==> config.mk <==
export PLATFORM = sky130hd
export DESIGN_NAME = rle_colorkey_image_decoder_flat
export DESIGN_NICKNAME = d
export VERILOG_FILES = /design/src/design/rcd_pkg.sv /design/src/design/rcd_word_if.sv /design/src/design/rcd_run_if.sv /design/src/design/rcd_config_regs.sv /design/src/design/rle_colorkey_image_decoder.sv /design/src/flat_wrapper.sv
export SDC_FILE = /design/constraint.sdc
export NUM_CORES = 1
export LEC_CHECK = 0
export BUFFER_PORTS_ARGS = -buffer_cell sky130_fd_sc_hd__buf_2
export CAP_MARGIN = 0
export CORE_UTILIZATION = 45
export CTS_BUF_LIST = sky130_fd_sc_hd__clkbuf_8
export CTS_CLUSTER_SIZE = 20
export DETAILED_ROUTE_END_ITERATION = 10
export GPL_TIMING_DRIVEN = 0
export SLEW_MARGIN = 25
export SYNTH_ARGS = -nofsm -noshare
export SYNTH_HDL_FRONTEND = slang
export SYNTH_SLANG_ARGS = --single-unit
==> constraint.sdc <==
create_clock -name clk -period 16.8 [get_ports clk]
set_clock_uncertainty 0.2 [all_clocks]
set_input_delay 0.84 -clock clk [delete_from_list [all_inputs] [get_ports clk]]
set_output_delay 0.84 -clock clk [all_outputs]
set_load 0.05 [all_outputs]
==> src/design/rcd_pkg.sv <==
// Shared types, constants and helper functions for the run-length image decoder.
// No dependencies; every other design file imports this package.
package rcd_pkg;

    localparam int MAX_SIDE = 4096;
    localparam int SIDE_W   = 13;
    localparam int POS_W    = 2 * SIDE_W - 1;
    localparam int WORD_W   = 32;
    localparam int MODE_W   = 3;
    localparam int ALPHA_W  = 8;
    localparam int CFG_IDX_W  = 2;
    localparam int CFG_DATA_W = SIDE_W;

    localparam logic [MODE_W-1:0] MODE_RAW_KEYED = 3'd0;
    localparam logic [MODE_W-1:0] MODE_RLE_KEYED = 3'd1;
    localparam logic [MODE_W-1:0] MODE_RAW_ALPHA = 3'd5;

    localparam logic [CFG_IDX_W-1:0] CFG_IMAGE_MODE   = 2'd0;
    localparam logic [CFG_IDX_W-1:0] CFG_ALPHA_KIND   = 2'd1;
    localparam logic [CFG_IDX_W-1:0] CFG_IMAGE_WIDTH  = 2'd2;
    localparam logic [CFG_IDX_W-1:0] CFG_IMAGE_HEIGHT = 2'd3;

    localparam logic [ALPHA_W-1:0] ALPHA_KIND_FORCE = 8'd3;

    localparam logic [WORD_W-1:0] KEY_COLOUR   = 32'h00ff00ff;
    localparam logic [WORD_W-1:0] COLOUR_MASK  = 32'h00ffffff;
    localparam logic [WORD_W-1:0] ALPHA_OPAQUE = 32'hff000000;
    localparam logic [7:0]        COUNT_ESCAPE = 8'hff;

    typedef struct packed {
        logic [MODE_W-1:0]  image_mode;
        logic [ALPHA_W-1:0] alpha_kind;
        logic [POS_W-1:0]   total;
    } cfg_t;

    function automatic logic [SIDE_W-1:0] side_of(input logic [SIDE_W-1:0] r);
        side_of = (r > SIDE_W'(MAX_SIDE)) ? SIDE_W'(MAX_SIDE) : r;
    endfunction

    function automatic logic [WORD_W-1:0] keyed(input logic [WORD_W-1:0] c);
        keyed = (c != KEY_COLOUR) ? (c | ALPHA_OPAQUE) : c;
    endfunction

endpackage

==> src/design/rcd_word_if.sv <==
// Request channel for encoded data words.
// Depends on rcd_pkg for field widths.
interface rcd_word_if
    import rcd_pkg::*;
();
    logic              valid;
    logic              ready;
    logic [WORD_W-1:0] data_word;
    logic              start_image;

    modport source (output valid, output data_word, output start_image, input ready);
    modport sink   (input valid, input data_word, input start_image, output ready);
endinterface

==> src/design/rcd_run_if.sv <==
// Request channel for decoded pixel runs.
// Depends on rcd_pkg for field widths.
interface rcd_run_if
    import rcd_pkg::*;
();
    logic              valid;
    logic              ready;
    logic [WORD_W-1:0] pixel_value;
    logic [POS_W-1:0]  run_length;
    logic [POS_W-1:0]  start_index;
    logic              last;
    logic              overrun;

    modport source (output valid, output pixel_value, output run_length,
                    output start_index, output last, output overrun, input ready);
    modport sink   (input valid, input pixel_value, input run_length,
                    input start_index, input last, input overrun, output ready);
endinterface

==> src/design/rcd_config_regs.sv <==
// Configuration registers and the precomputed pixel total width*height.
// Depends on rcd_pkg.
module rcd_config_regs
    import rcd_pkg::*;
(
    input  logic                  clk,
    input  logic                  rst_n,
    input  logic                  cfg_we,
    input  logic [CFG_IDX_W-1:0]  cfg_index,
    input  logic [CFG_DATA_W-1:0] cfg_data,
    output cfg_t                  cfg
);

    logic [MODE_W-1:0]  mode_reg,   mode_next;
    logic [ALPHA_W-1:0] alpha_reg,  alpha_next;
    logic [SIDE_W-1:0]  width_reg,  width_next;
    logic [SIDE_W-1:0]  height_reg, height_next;
    logic [POS_W-1:0]   total_reg,  total_next;
    logic [2*SIDE_W-1:0] product;

    always_comb
    begin
        mode_next   = mode_reg;
        alpha_next  = alpha_reg;
        width_next  = width_reg;
        height_next = height_reg;
        if (cfg_we)
        begin
            unique case (cfg_index)
                CFG_IMAGE_MODE:   mode_next   = cfg_data[MODE_W-1:0];
                CFG_ALPHA_KIND:   alpha_next  = cfg_data[ALPHA_W-1:0];
                CFG_IMAGE_WIDTH:  width_next  = cfg_data;
                CFG_IMAGE_HEIGHT: height_next = cfg_data;
                default:          mode_next   = mode_reg;
            endcase
        end
        product    = side_of(width_next) * side_of(height_next);
        total_next = product[POS_W-1:0];
    end

    always_ff @(posedge clk or negedge rst_n)
    begin
        if (!rst_n)
        begin
            mode_reg   <= MODE_RAW_KEYED;
            alpha_reg  <= '0;
            width_reg  <= SIDE_W'(1);
            height_reg <= SIDE_W'(1);
            total_reg  <= POS_W'(1);
        end
        else
        begin
            mode_reg   <= mode_next;
            alpha_reg  <= alpha_next;
            width_reg  <= width_next;
            height_reg <= height_next;
            total_reg  <= total_next;
        end
    end

    assign cfg.image_mode = mode_reg;
    assign cfg.alpha_kind = alpha_reg;
    assign cfg.total      = total_reg;

endmodule

==> src/design/rle_colorkey_image_decoder.sv <==
// Run-length / raw color-keyed image decoder top level.
// A word's run is decoded from the input register and registered in the output register.
// Throughput: one word per cycle unless runs.ready stalls the output; an input register
// and an output register part the channels, and the decode step between them is a single pass.
// Reset (rst_n, async, active low) clears position, extension and done state.
module rle_colorkey_image_decoder
    import rcd_pkg::*;
(
    input  logic                  clk,
    input  logic                  rst_n,
    input  logic                  cfg_we,
    input  logic [CFG_IDX_W-1:0]  cfg_index,
    input  logic [CFG_DATA_W-1:0] cfg_data,
    rcd_word_if.sink              words,
    rcd_run_if.source             runs
);

    cfg_t cfg;

    rcd_config_regs u_cfg (
        .clk       (clk),
        .rst_n     (rst_n),
        .cfg_we    (cfg_we),
        .cfg_index (cfg_index),
        .cfg_data  (cfg_data),
        .cfg       (cfg)
    );

    logic              in_valid_reg;
    logic [WORD_W-1:0] in_word_reg;
    logic              in_start_reg;
    logic              advance;

    logic              ext_reg,  ext_next;
    logic [WORD_W-1:0] held_reg, held_next;
    logic [POS_W-1:0]  pos_reg,  pos_next;
    logic              done_reg, done_next;

    logic              out_valid_reg;
    logic [WORD_W-1:0] out_value_reg, out_value_next;
    logic [POS_W-1:0]  out_len_reg,   out_len_next;
    logic [POS_W-1:0]  out_start_reg, out_start_next;
    logic              out_last_reg,  out_last_next;
    logic              out_over_reg,  out_over_next;
    logic              emit;

    logic              run_en;
    logic [WORD_W-1:0] run_value;
    logic [WORD_W-1:0] run_len;
    logic [POS_W-1:0]  rem;
    logic              over;

    assign advance     = in_valid_reg && (!out_valid_reg || runs.ready);
    assign words.ready = !in_valid_reg || advance;

    always_ff @(posedge clk or negedge rst_n)
    begin
        if (!rst_n)
        begin
            in_valid_reg <= 1'b0;
        end
        else if (words.ready)
        begin
            in_valid_reg <= words.valid;
        end
    end

    always_ff @(posedge clk)
    begin
        if (words.ready && words.valid)
        begin
            in_word_reg  <= words.data_word;
            in_start_reg <= words.start_image;
        end
    end

    always_comb
    begin
        ext_next  = in_start_reg ? 1'b0 : ext_reg;
        held_next = in_start_reg ? '0 : held_reg;
        pos_next  = in_start_reg ? '0 : pos_reg;
        done_next = in_start_reg ? 1'b0 : done_reg;

        run_en    = 1'b0;
        run_value = in_word_reg;
        run_len   = WORD_W'(1);

        emit           = 1'b0;
        out_value_next = '0;
        out_len_next   = '0;
        out_start_next = pos_next;
        out_last_next  = 1'b0;
        out_over_next  = 1'b0;
        rem            = '0;
        over           = 1'b0;

        if (!done_next)
        begin
            unique case (cfg.image_mode)
                MODE_RAW_KEYED:
                begin
                    run_en    = 1'b1;
                    run_value = keyed(in_word_reg);
                end
                MODE_RAW_ALPHA:
                begin
                    run_en    = 1'b1;
                    run_value = in_word_reg |
                                ((cfg.alpha_kind == ALPHA_KIND_FORCE) ? ALPHA_OPAQUE : '0);
                end
                MODE_RLE_KEYED:
                begin
                    priority if (ext_next)
                    begin
                        ext_next = 1'b0;
                        if (!in_word_reg[WORD_W-1])
                        begin
                            run_en    = 1'b1;
                            run_value = held_next;
                            run_len   = in_word_reg + WORD_W'(COUNT_ESCAPE);
                        end
                    end
                    else if (in_word_reg == '0)
                    begin
                        emit          = 1'b1;
                        out_last_next = 1'b1;
                        done_next     = 1'b1;
                    end
                    else if (in_word_reg[WORD_W-1 -: 8] == COUNT_ESCAPE)
                    begin
                        held_next = keyed(in_word_reg & COLOUR_MASK);
                        ext_next  = 1'b1;
                    end
                    else if (in_word_reg[WORD_W-1 -: 8] != 8'd0)
                    begin
                        run_en    = 1'b1;
                        run_value = keyed(in_word_reg & COLOUR_MASK);
                        run_len   = WORD_W'(in_word_reg[WORD_W-1 -: 8]);
                    end
                    else
                    begin
                        run_en = 1'b0;
                    end
                end
                default:
                begin
                    run_en = 1'b0;
                end
            endcase
        end

        if (run_en)
        begin
            emit           = 1'b1;
            out_value_next = run_value;
            if (pos_next >= cfg.total)
            begin
                out_last_next = 1'b1;
                out_over_next = 1'b1;
                done_next     = 1'b1;
            end
            else
            begin
                rem           = cfg.total - pos_next;
                over          = run_len > WORD_W'(rem);
                out_len_next  = over ? rem : run_len[POS_W-1:0];
                out_over_next = over;
                out_last_next = run_len >= WORD_W'(rem);
                done_next     = out_last_next;
                pos_next      = pos_next + out_len_next;
            end
        end
    end

    always_ff @(posedge clk or negedge rst_n)
    begin
        if (!rst_n)
        begin
            ext_reg  <= 1'b0;
            held_reg <= '0;
            pos_reg  <= '0;
            done_reg <= 1'b0;
        end
        else if (advance)
        begin
            ext_reg  <= ext_next;
            held_reg <= held_next;
            pos_reg  <= pos_next;
            done_reg <= done_next;
        end
    end

    always_ff @(posedge clk or negedge rst_n)
    begin
        if (!rst_n)
        begin
            out_valid_reg <= 1'b0;
        end
        else if (advance)
        begin
            out_valid_reg <= emit;
        end
        else if (runs.ready)
        begin
            out_valid_reg <= 1'b0;
        end
    end

    always_ff @(posedge clk)
    begin
        if (advance && emit)
        begin
            out_value_reg <= out_value_next;
            out_len_reg   <= out_len_next;
            out_start_reg <= out_start_next;
            out_last_reg  <= out_last_next;
            out_over_reg  <= out_over_next;
        end
    end

    assign runs.valid       = out_valid_reg;
    assign runs.pixel_value = out_value_reg;
    assign runs.run_length  = out_len_reg;
    assign runs.start_index = out_start_reg;
    assign runs.last        = out_last_reg;
    assign runs.overrun     = out_over_reg;

endmodule
==> src/flat_wrapper.sv <==
// flat-port wrapper written by rule: the top's interface ports become plain ports
module rle_colorkey_image_decoder_flat import rcd_pkg::*;
  (clk, rst_n, cfg_we, cfg_index, cfg_data, words_valid, words_data_word, words_start_image, words_ready, runs_valid, runs_pixel_value, runs_run_length, runs_start_index, runs_last, runs_overrun, runs_ready);
  rcd_word_if words_i ();
  rcd_run_if runs_i ();
  input  logic clk;
  input  logic rst_n;
  input  logic cfg_we;
  input  logic [CFG_IDX_W-1:0] cfg_index;
  input  logic [CFG_DATA_W-1:0] cfg_data;
  input wire logic [$bits(words_i.valid)-1:0] words_valid;
  input wire logic [$bits(words_i.data_word)-1:0] words_data_word;
  input wire logic [$bits(words_i.start_image)-1:0] words_start_image;
  output wire logic [$bits(words_i.ready)-1:0] words_ready;
  output wire logic [$bits(runs_i.valid)-1:0] runs_valid;
  output wire logic [$bits(runs_i.pixel_value)-1:0] runs_pixel_value;
  output wire logic [$bits(runs_i.run_length)-1:0] runs_run_length;
  output wire logic [$bits(runs_i.start_index)-1:0] runs_start_index;
  output wire logic [$bits(runs_i.last)-1:0] runs_last;
  output wire logic [$bits(runs_i.overrun)-1:0] runs_overrun;
  input wire logic [$bits(runs_i.ready)-1:0] runs_ready;
  assign words_i.valid = words_valid;
  assign words_i.data_word = words_data_word;
  assign words_i.start_image = words_start_image;
  assign words_ready = words_i.ready;
  assign runs_valid = runs_i.valid;
  assign runs_pixel_value = runs_i.pixel_value;
  assign runs_run_length = runs_i.run_length;
  assign runs_start_index = runs_i.start_index;
  assign runs_last = runs_i.last;
  assign runs_overrun = runs_i.overrun;
  assign runs_i.ready = runs_ready;
  rle_colorkey_image_decoder u_core (.clk(clk), .rst_n(rst_n), .cfg_we(cfg_we), .cfg_index(cfg_index), .cfg_data(cfg_data), .words(words_i), .runs(runs_i));
endmodule
# ---- Word-level counts from Yosys, hierarchy flattened
# Index checks and enable logic that the tools add are counted.
dict set report classes {
  muxes 59
  order_cmp 5
  n_reduce_logical 16
  mul 1
  eq_ne 9
  bitwise 2
  add_sub_neg 3
}
# operator count
set ops {}
lappend ops {{two-way mux 32 bit} 21}
lappend ops {{two-way mux 25 bit} 4}
lappend ops {{case mux 32 bit (3 select lines)} 1}
lappend ops {{two-way mux 13 bit} 6}
lappend ops {{adder 32 x 8 -> 32 bit (second input constant)} 1}
lappend ops {{greater-or-equal comparator 32 x 25 -> 1 bit} 1}
lappend ops {{> comparator 32 x 25 -> 1 bit} 1}
lappend ops {{zero test 32 bit} 1}
lappend ops {{!= test 32 x 24 -> 1 bit (second input constant)} 1}
lappend ops {{OR 32 bit} 1}
lappend ops {{> comparator 13 bit (second input constant)} 2}
lappend ops {{adder 25 bit} 1}
lappend ops {{greater-or-equal comparator 25 bit} 1}
lappend ops {{multiplier 13 x 13 -> 25 bit} 1}
lappend ops {{two-way mux 1 bit} 25}
lappend ops {{subtractor 25 bit} 1}
lappend ops {{!= test 24 bit (second input constant)} 1}
lappend ops {{== test 8 x 2 -> 1 bit (second input constant)} 1}
lappend ops {{== test 8 bit (second input constant)} 1}
lappend ops {{two-way mux 8 bit} 1}
lappend ops {{nonzero test 8 bit} 1}
lappend ops {{== test 2 bit (second input constant)} 2}
lappend ops {{AND reduction 2 bit} 2}
lappend ops {{OR reduction 2 bit} 2}
lappend ops {{11 further kinds} 15}
dict set report word_totals {
  reg_bits 240
  wordCells 113
}

# ---- Depth between registers and ports, before layout
dict set report logic_depth {
  word_depth 12
  depth_mapped 37
  mapped_depth_nobuf 35
}

# ---- Modules after synthesis
# From an unflattened synthesis, not the netlist that was laid out.
dict set report hier_totals {
  cells_unflattened 1964
  hier_area_um2 18973.2
}
# module seq_area_each_um2 instances area_per_inst_um2 cells_each
set modules_own_cells {}
lappend modules_own_cells {rle_colorkey_image_decoder 5039.8 1 11283.3 1131}
lappend modules_own_cells {rcd_config_regs 1555.2 1 7689.9 833}

# ---- Worst setup path after synthesis
# OpenSTA, ideal clock, no wires.
dict set report synth_path {
  path_type {input to register}
  startpoint {in cfg_index[1]}
  endpoint {reg u_core.u_cfg.total_reg[24]}
  cell_stages 29
  arrival_ns 7.906
  slack_ns 8.614
  cell_sequence {nand3_1 -> buf_1 -> mux2i_1 -> nand4_1 -> or4_1 -> o21ai_1 -> and2_1 -> clkbuf_1 -> nand2_1 -> fa_1 -> inv_1 -> fa_1 -> ha_1 -> ha_1 -> inv_1 -> fa_1 -> inv_1 -> fa_1 -> a21o_1 -> a21oi_1 -> o21ai_0 -> nor4bb_1 -> o41ai_1 -> a21boi_0 -> o31ai_1 -> o21ai_0 -> o21a_1 -> nor2_1 -> xnor2_1}
}
dict set report synth_via {
  elab_chain_len 6
}
# item line_no
set synth_lines {}
lappend synth_lines {{from (decl)} flat_wrapper.sv:9} ;# input logic [CFG_IDX_W-1:0] cfg_index;
lappend synth_lines {{== test 2 bit} rcd_config_regs.sv:29} ;# unique case (cfg_index)
lappend synth_lines {{two-way mux 13 bit} rcd_config_regs.sv:29}
lappend synth_lines {{two-way mux 13 bit} rcd_config_regs.sv:27} ;# if (cfg_we)
lappend synth_lines {{> comparator 13 bit} rcd_pkg.sv:37} ;# side_of = (r > SIDE_W'(MAX_SIDE)) ? SIDE_W'(MAX_SIDE) : r;
lappend synth_lines {{two-way mux 13 bit} rcd_pkg.sv:37}
lappend synth_lines {{multiplier 13 x 13 -> 25 bit (*)} rcd_config_regs.sv:37} ;# product = side_of(width_next) * side_of(height_next);
lappend synth_lines {{named net u_core.u_cfg.product[24]} rcd_config_regs.sv:19} ;# logic [2*SIDE_W-1:0] product;
lappend synth_lines {{to (signal assigned)} rcd_config_regs.sv:57} ;# total_reg <= total_next;
lappend synth_lines {{to (decl)} rcd_config_regs.sv:18} ;# logic [POS_W-1:0] total_reg, total_next;
# Mark *: on every way through the listed nets, which the timed path passes. The rest lies on a longest branch.
# A chain may end at the register's enable or synchronous reset.

# ---- Final worst setup path
dict set report layout_path {
  startpoint {reg u_core.in_start_reg}
  endpoint {reg u_core.pos_reg[24]}
}
dict set report layout_via {
  elab_chain_len 9
}
# item line_no
set layout_lines {}
lappend layout_lines {{from (decl)} rle_colorkey_image_decoder.sv:31} ;# logic in_start_reg;
lappend layout_lines {{from (signal assigned)} rle_colorkey_image_decoder.sv:73} ;# in_start_reg <= words.start_image;
lappend layout_lines {{branches (longest 8 deep; another with > comparator 32 x 25 -> 1 bit)} n/a}
lappend layout_lines {{two-way mux 25 bit (*)} rle_colorkey_image_decoder.sv:152} ;# if (run_en)
lappend layout_lines {{to (signal assigned)} rle_colorkey_image_decoder.sv:188} ;# pos_reg <= pos_next;
lappend layout_lines {{to (decl)} rle_colorkey_image_decoder.sv:36} ;# logic [POS_W-1:0] pos_reg, pos_next;
# Mark *: on every way between the ends.

==> metrics.txt <==
status=finished clean; slowest stage cell on the critical path=o41ai_2; pin count of the biggest net entering global routing=84; Post-Synth XOR/XNOR Area=4.28%; Ys Warns=0; die footprint=roughly 42,000 um2; port buffer count=138; top post-synthesis cells by area=edfxtp_1, dfrtp_1, fa_1; die width=204 um; Mapped Area=18,400 um2; Yosys reg bits=240; CTS root buf=clkbuf_8; core area=40,000 um2; post-synthesis adder-cell area fraction=between 20% and 30%; DRC violations left=0; Int Power=1.60 mW; number of buffers created by CTS=43; R2R depth=36; worst hold path depth=1; Wirelength per Cell=19.4 um; Sequential Area=6600 um2; sequential share of the synthesized area=35.8%; Area growth syn-to-layout=12.7%; switching share of power=between 40% and 50%; CP startpoint kind=flip-flop; compound-gate portion of the synthesized area=11.1%; deepest clock path buffer count=3; pwr dens=142 nW/um2; fmax=roughly 0.1 GHz; router iterations before antenna repair=5; largest area contributor in the netlist=edfxtp_1; H-tree depth=2; FF-to-FF setup slack=6.82 ns; starting density of the core=a little under half; max-cap violations=0; Flop pwr share=between 20% and 30%; EDFF count, synth=approximately 120; Min-Delay Endpoint=u_core.in_word_reg[8]$_DFFE_PP_; worst-case hold slack=roughly 0.24 ns; first-pass GRT wire length=81,000 um; Critical Path Sink Type=flip-flop; Setup-failing EPs final=0; period utilisation layout=59.4%; Clk pwr share=roughly 19%; share of Yosys cell area claimed by the top area cell type=19.1%; Slew HR=35.8%; reg-to-reg startpoint=u_core.in_start_reg$_DFFE_PP_; clock latency on the worst-skew pair=0.62 ns; die span in y=a little over 200 um; overall routing resource usage=25.3%; cells after synthesis=1,870; CP max stage delay=0.62 ns; Slew @ Worst Pin=0.955 ns; cells resized by post-CTS repair=0; mux share of post-synthesis cell area=3.72%; overall power=2.94 mW; TNS Setup=0 ns; Simple-Gate Fraction of Synth Area=15.7%; Clk pin slew, worst setup/hold paths=~0.06 ns; crit-path max FO=10; P_sw=1.34 mW; r2r endpoint=u_core.pos_reg[24]$_DFFE_PN0P_; WP data required=around 17 ns; DR vias=14,200; final WL=50,800 um; Comb pwr share=54.5%; largest family of logic cells by synthesized area=adder cells; HP Start=words_data_word[8]; Mean Syn Cell Area=9.84 um2; vias in the first global route=14,500; Setup Fix Bufs, Post-CTS=0; area occupied by multi-input gates=roughly 11,000 um2; RSZ-0062 raised after global routing=false; post-route ant nets=0; count leader, synth=nand2_1; asr flop ratio synth=51.2%; Worst VDD drop=0.0000737 V; clock sink total=240; WP data arrival=10.33 ns; gr ovfl total=0; critical path class=flip-flop to flip-flop; initial detailed-routing violation count=~940; FILL cells=3,733; Synth Net Count=2,189; Post-DP HPWL=approximately 40,000 um; most frequent cell on the critical path=a21oi_1; CTS tree=done; Worst Hold Class=primary input to flip-flop; count of pins over their slew limit=0; # rows=73; synth cell count leaders=nand2_1, inv_1, ha_1, nor2_1, fa_1; initial antenna violation count=0; # nets final=2,378; Lkg Pwr=10.1 nW; Primary FF master, synth=dfrtp_1; post-layout min period=roughly 10 ns; Final Core Density=51.9%; gp weighted congestion=between 0.9 and 1; Hold Vio Cnt, Final=0; Vias per Instance=5.43; share of cells above drive strength 1=13.0%; io pins=139; synth unique cells=80
worst max path at each step:
| stage | from | cells past startpoint | endpoint |
|---|---|---|---|
| 6_report | u_core.in_start_reg$_DFFE_PP_ | 36 | u_core.pos_reg[24]$_DFFE_PN0P_ |
| 4_1_cts | u_core.in_start_reg$_DFFE_PP_ | 36 | u_core.pos_reg[24]$_DFFE_PN0P_ |
| 3_3_place_gp | u_core.in_start_reg$_DFFE_PP_ | 36 | u_core.pos_reg[24]$_DFFE_PN0P_ |
| 3_5_place_dp | u_core.in_start_reg$_DFFE_PP_ | 36 | u_core.pos_reg[24]$_DFFE_PN0P_ |
| 2_1_floorplan | cfg_index[1] | 29 | u_core.u_cfg.total_reg[24]$_DFF_PN0_ |
| 5_1_grt | u_core.in_start_reg$_DFFE_PP_ | 36 | u_core.pos_reg[24]$_DFFE_PN0P_ |
power groups by stage:
stage	Combinational, mW	Clock (mW)	Sequential, mW
6_report	1.60	0.545	0.792
5_1_grt	1.80	0.585	0.801
4_1_cts	1.61	0.563	0.792
3_5_place_dp	1.59	0	0.803
3_3_place_gp	1.56	0	0.810
2_1_floorplan	1.04	0	0.927
worst max-delay path: cells and delay by family (launching register included):
kind | cells | cell delay [ns]
xor gates and xnor gates | 2 | 0.27
DFF | 1 | 0.57
AOI/OAI and AO/OA | 21 | 4.93
adders and majority gates | 3 | 1.21
muxes | 1 | 0.46
and+or+nand+nor | 5 | 1.01
buffers and inverters | 4 | 1.26
final cells by class:
class                           instances  area share, %
Antenna cell                            1         0.0121
Timing Repair Buffer                  144           4.02
Sequential cell                       240           31.8
Buffer                                 64           1.36
Clock inverter                         34           1.09
Multi-Input combinational cell       1329           51.4
Inverter                              237           4.29
Clock buffer                           44           2.92
Tap cell                              525           3.17
repair_timing:
action / 4_1_cts / 5_1_grt
endpoints found under the setup margin: 0 / 0
hold buffers: 1 / 0
hold endpoints to repair: 40 / 0
cell usage in the layout, fill, tap and decap left out, types with 46 or more instances in the layout:
cell      synthesis  layout
dfrtp_1         120     120
clkbuf_1         46      46
buf_2             4     141
xnor2_1          52      52
o21ai_0          50      50
nor2_1          127     126
ha_1            144     144
inv_1           235     253
fa_1            122     122
edfxtp_1        117     117
nand2_1         251     251
a21oi_1          81      81
logic make-up after synthesis:
family          count (synthesis)
buf+inv                       301
mux                            64
simple gates                  609
compound gates                300
fa+ha+maj                     266
flops                         240
xor+xnor                       90
metal layers:
layer	track usage [%]	part of all wire (%)
met1	34.4	45
met3	3.68	5.7
met2	40.7	45
met4	10.1	3.7
met5	0	0
metrics by stage:
step | std cells | instance area [um2] | setup WS, ns
6_report | 2618 | 20700 | 6.82
5_1_grt | 2617 | 20700 | 6.25
4_1_cts | 2617 | 20700 | 6.90
3_5_place_dp | 2538 | 19900 | 6.90
3_3_place_gp | 2533 | 19800 | 6.97
2_1_floorplan | 1870 | 18400 | 8.61
Note: power is estimated with default switching activity, not from simulation.
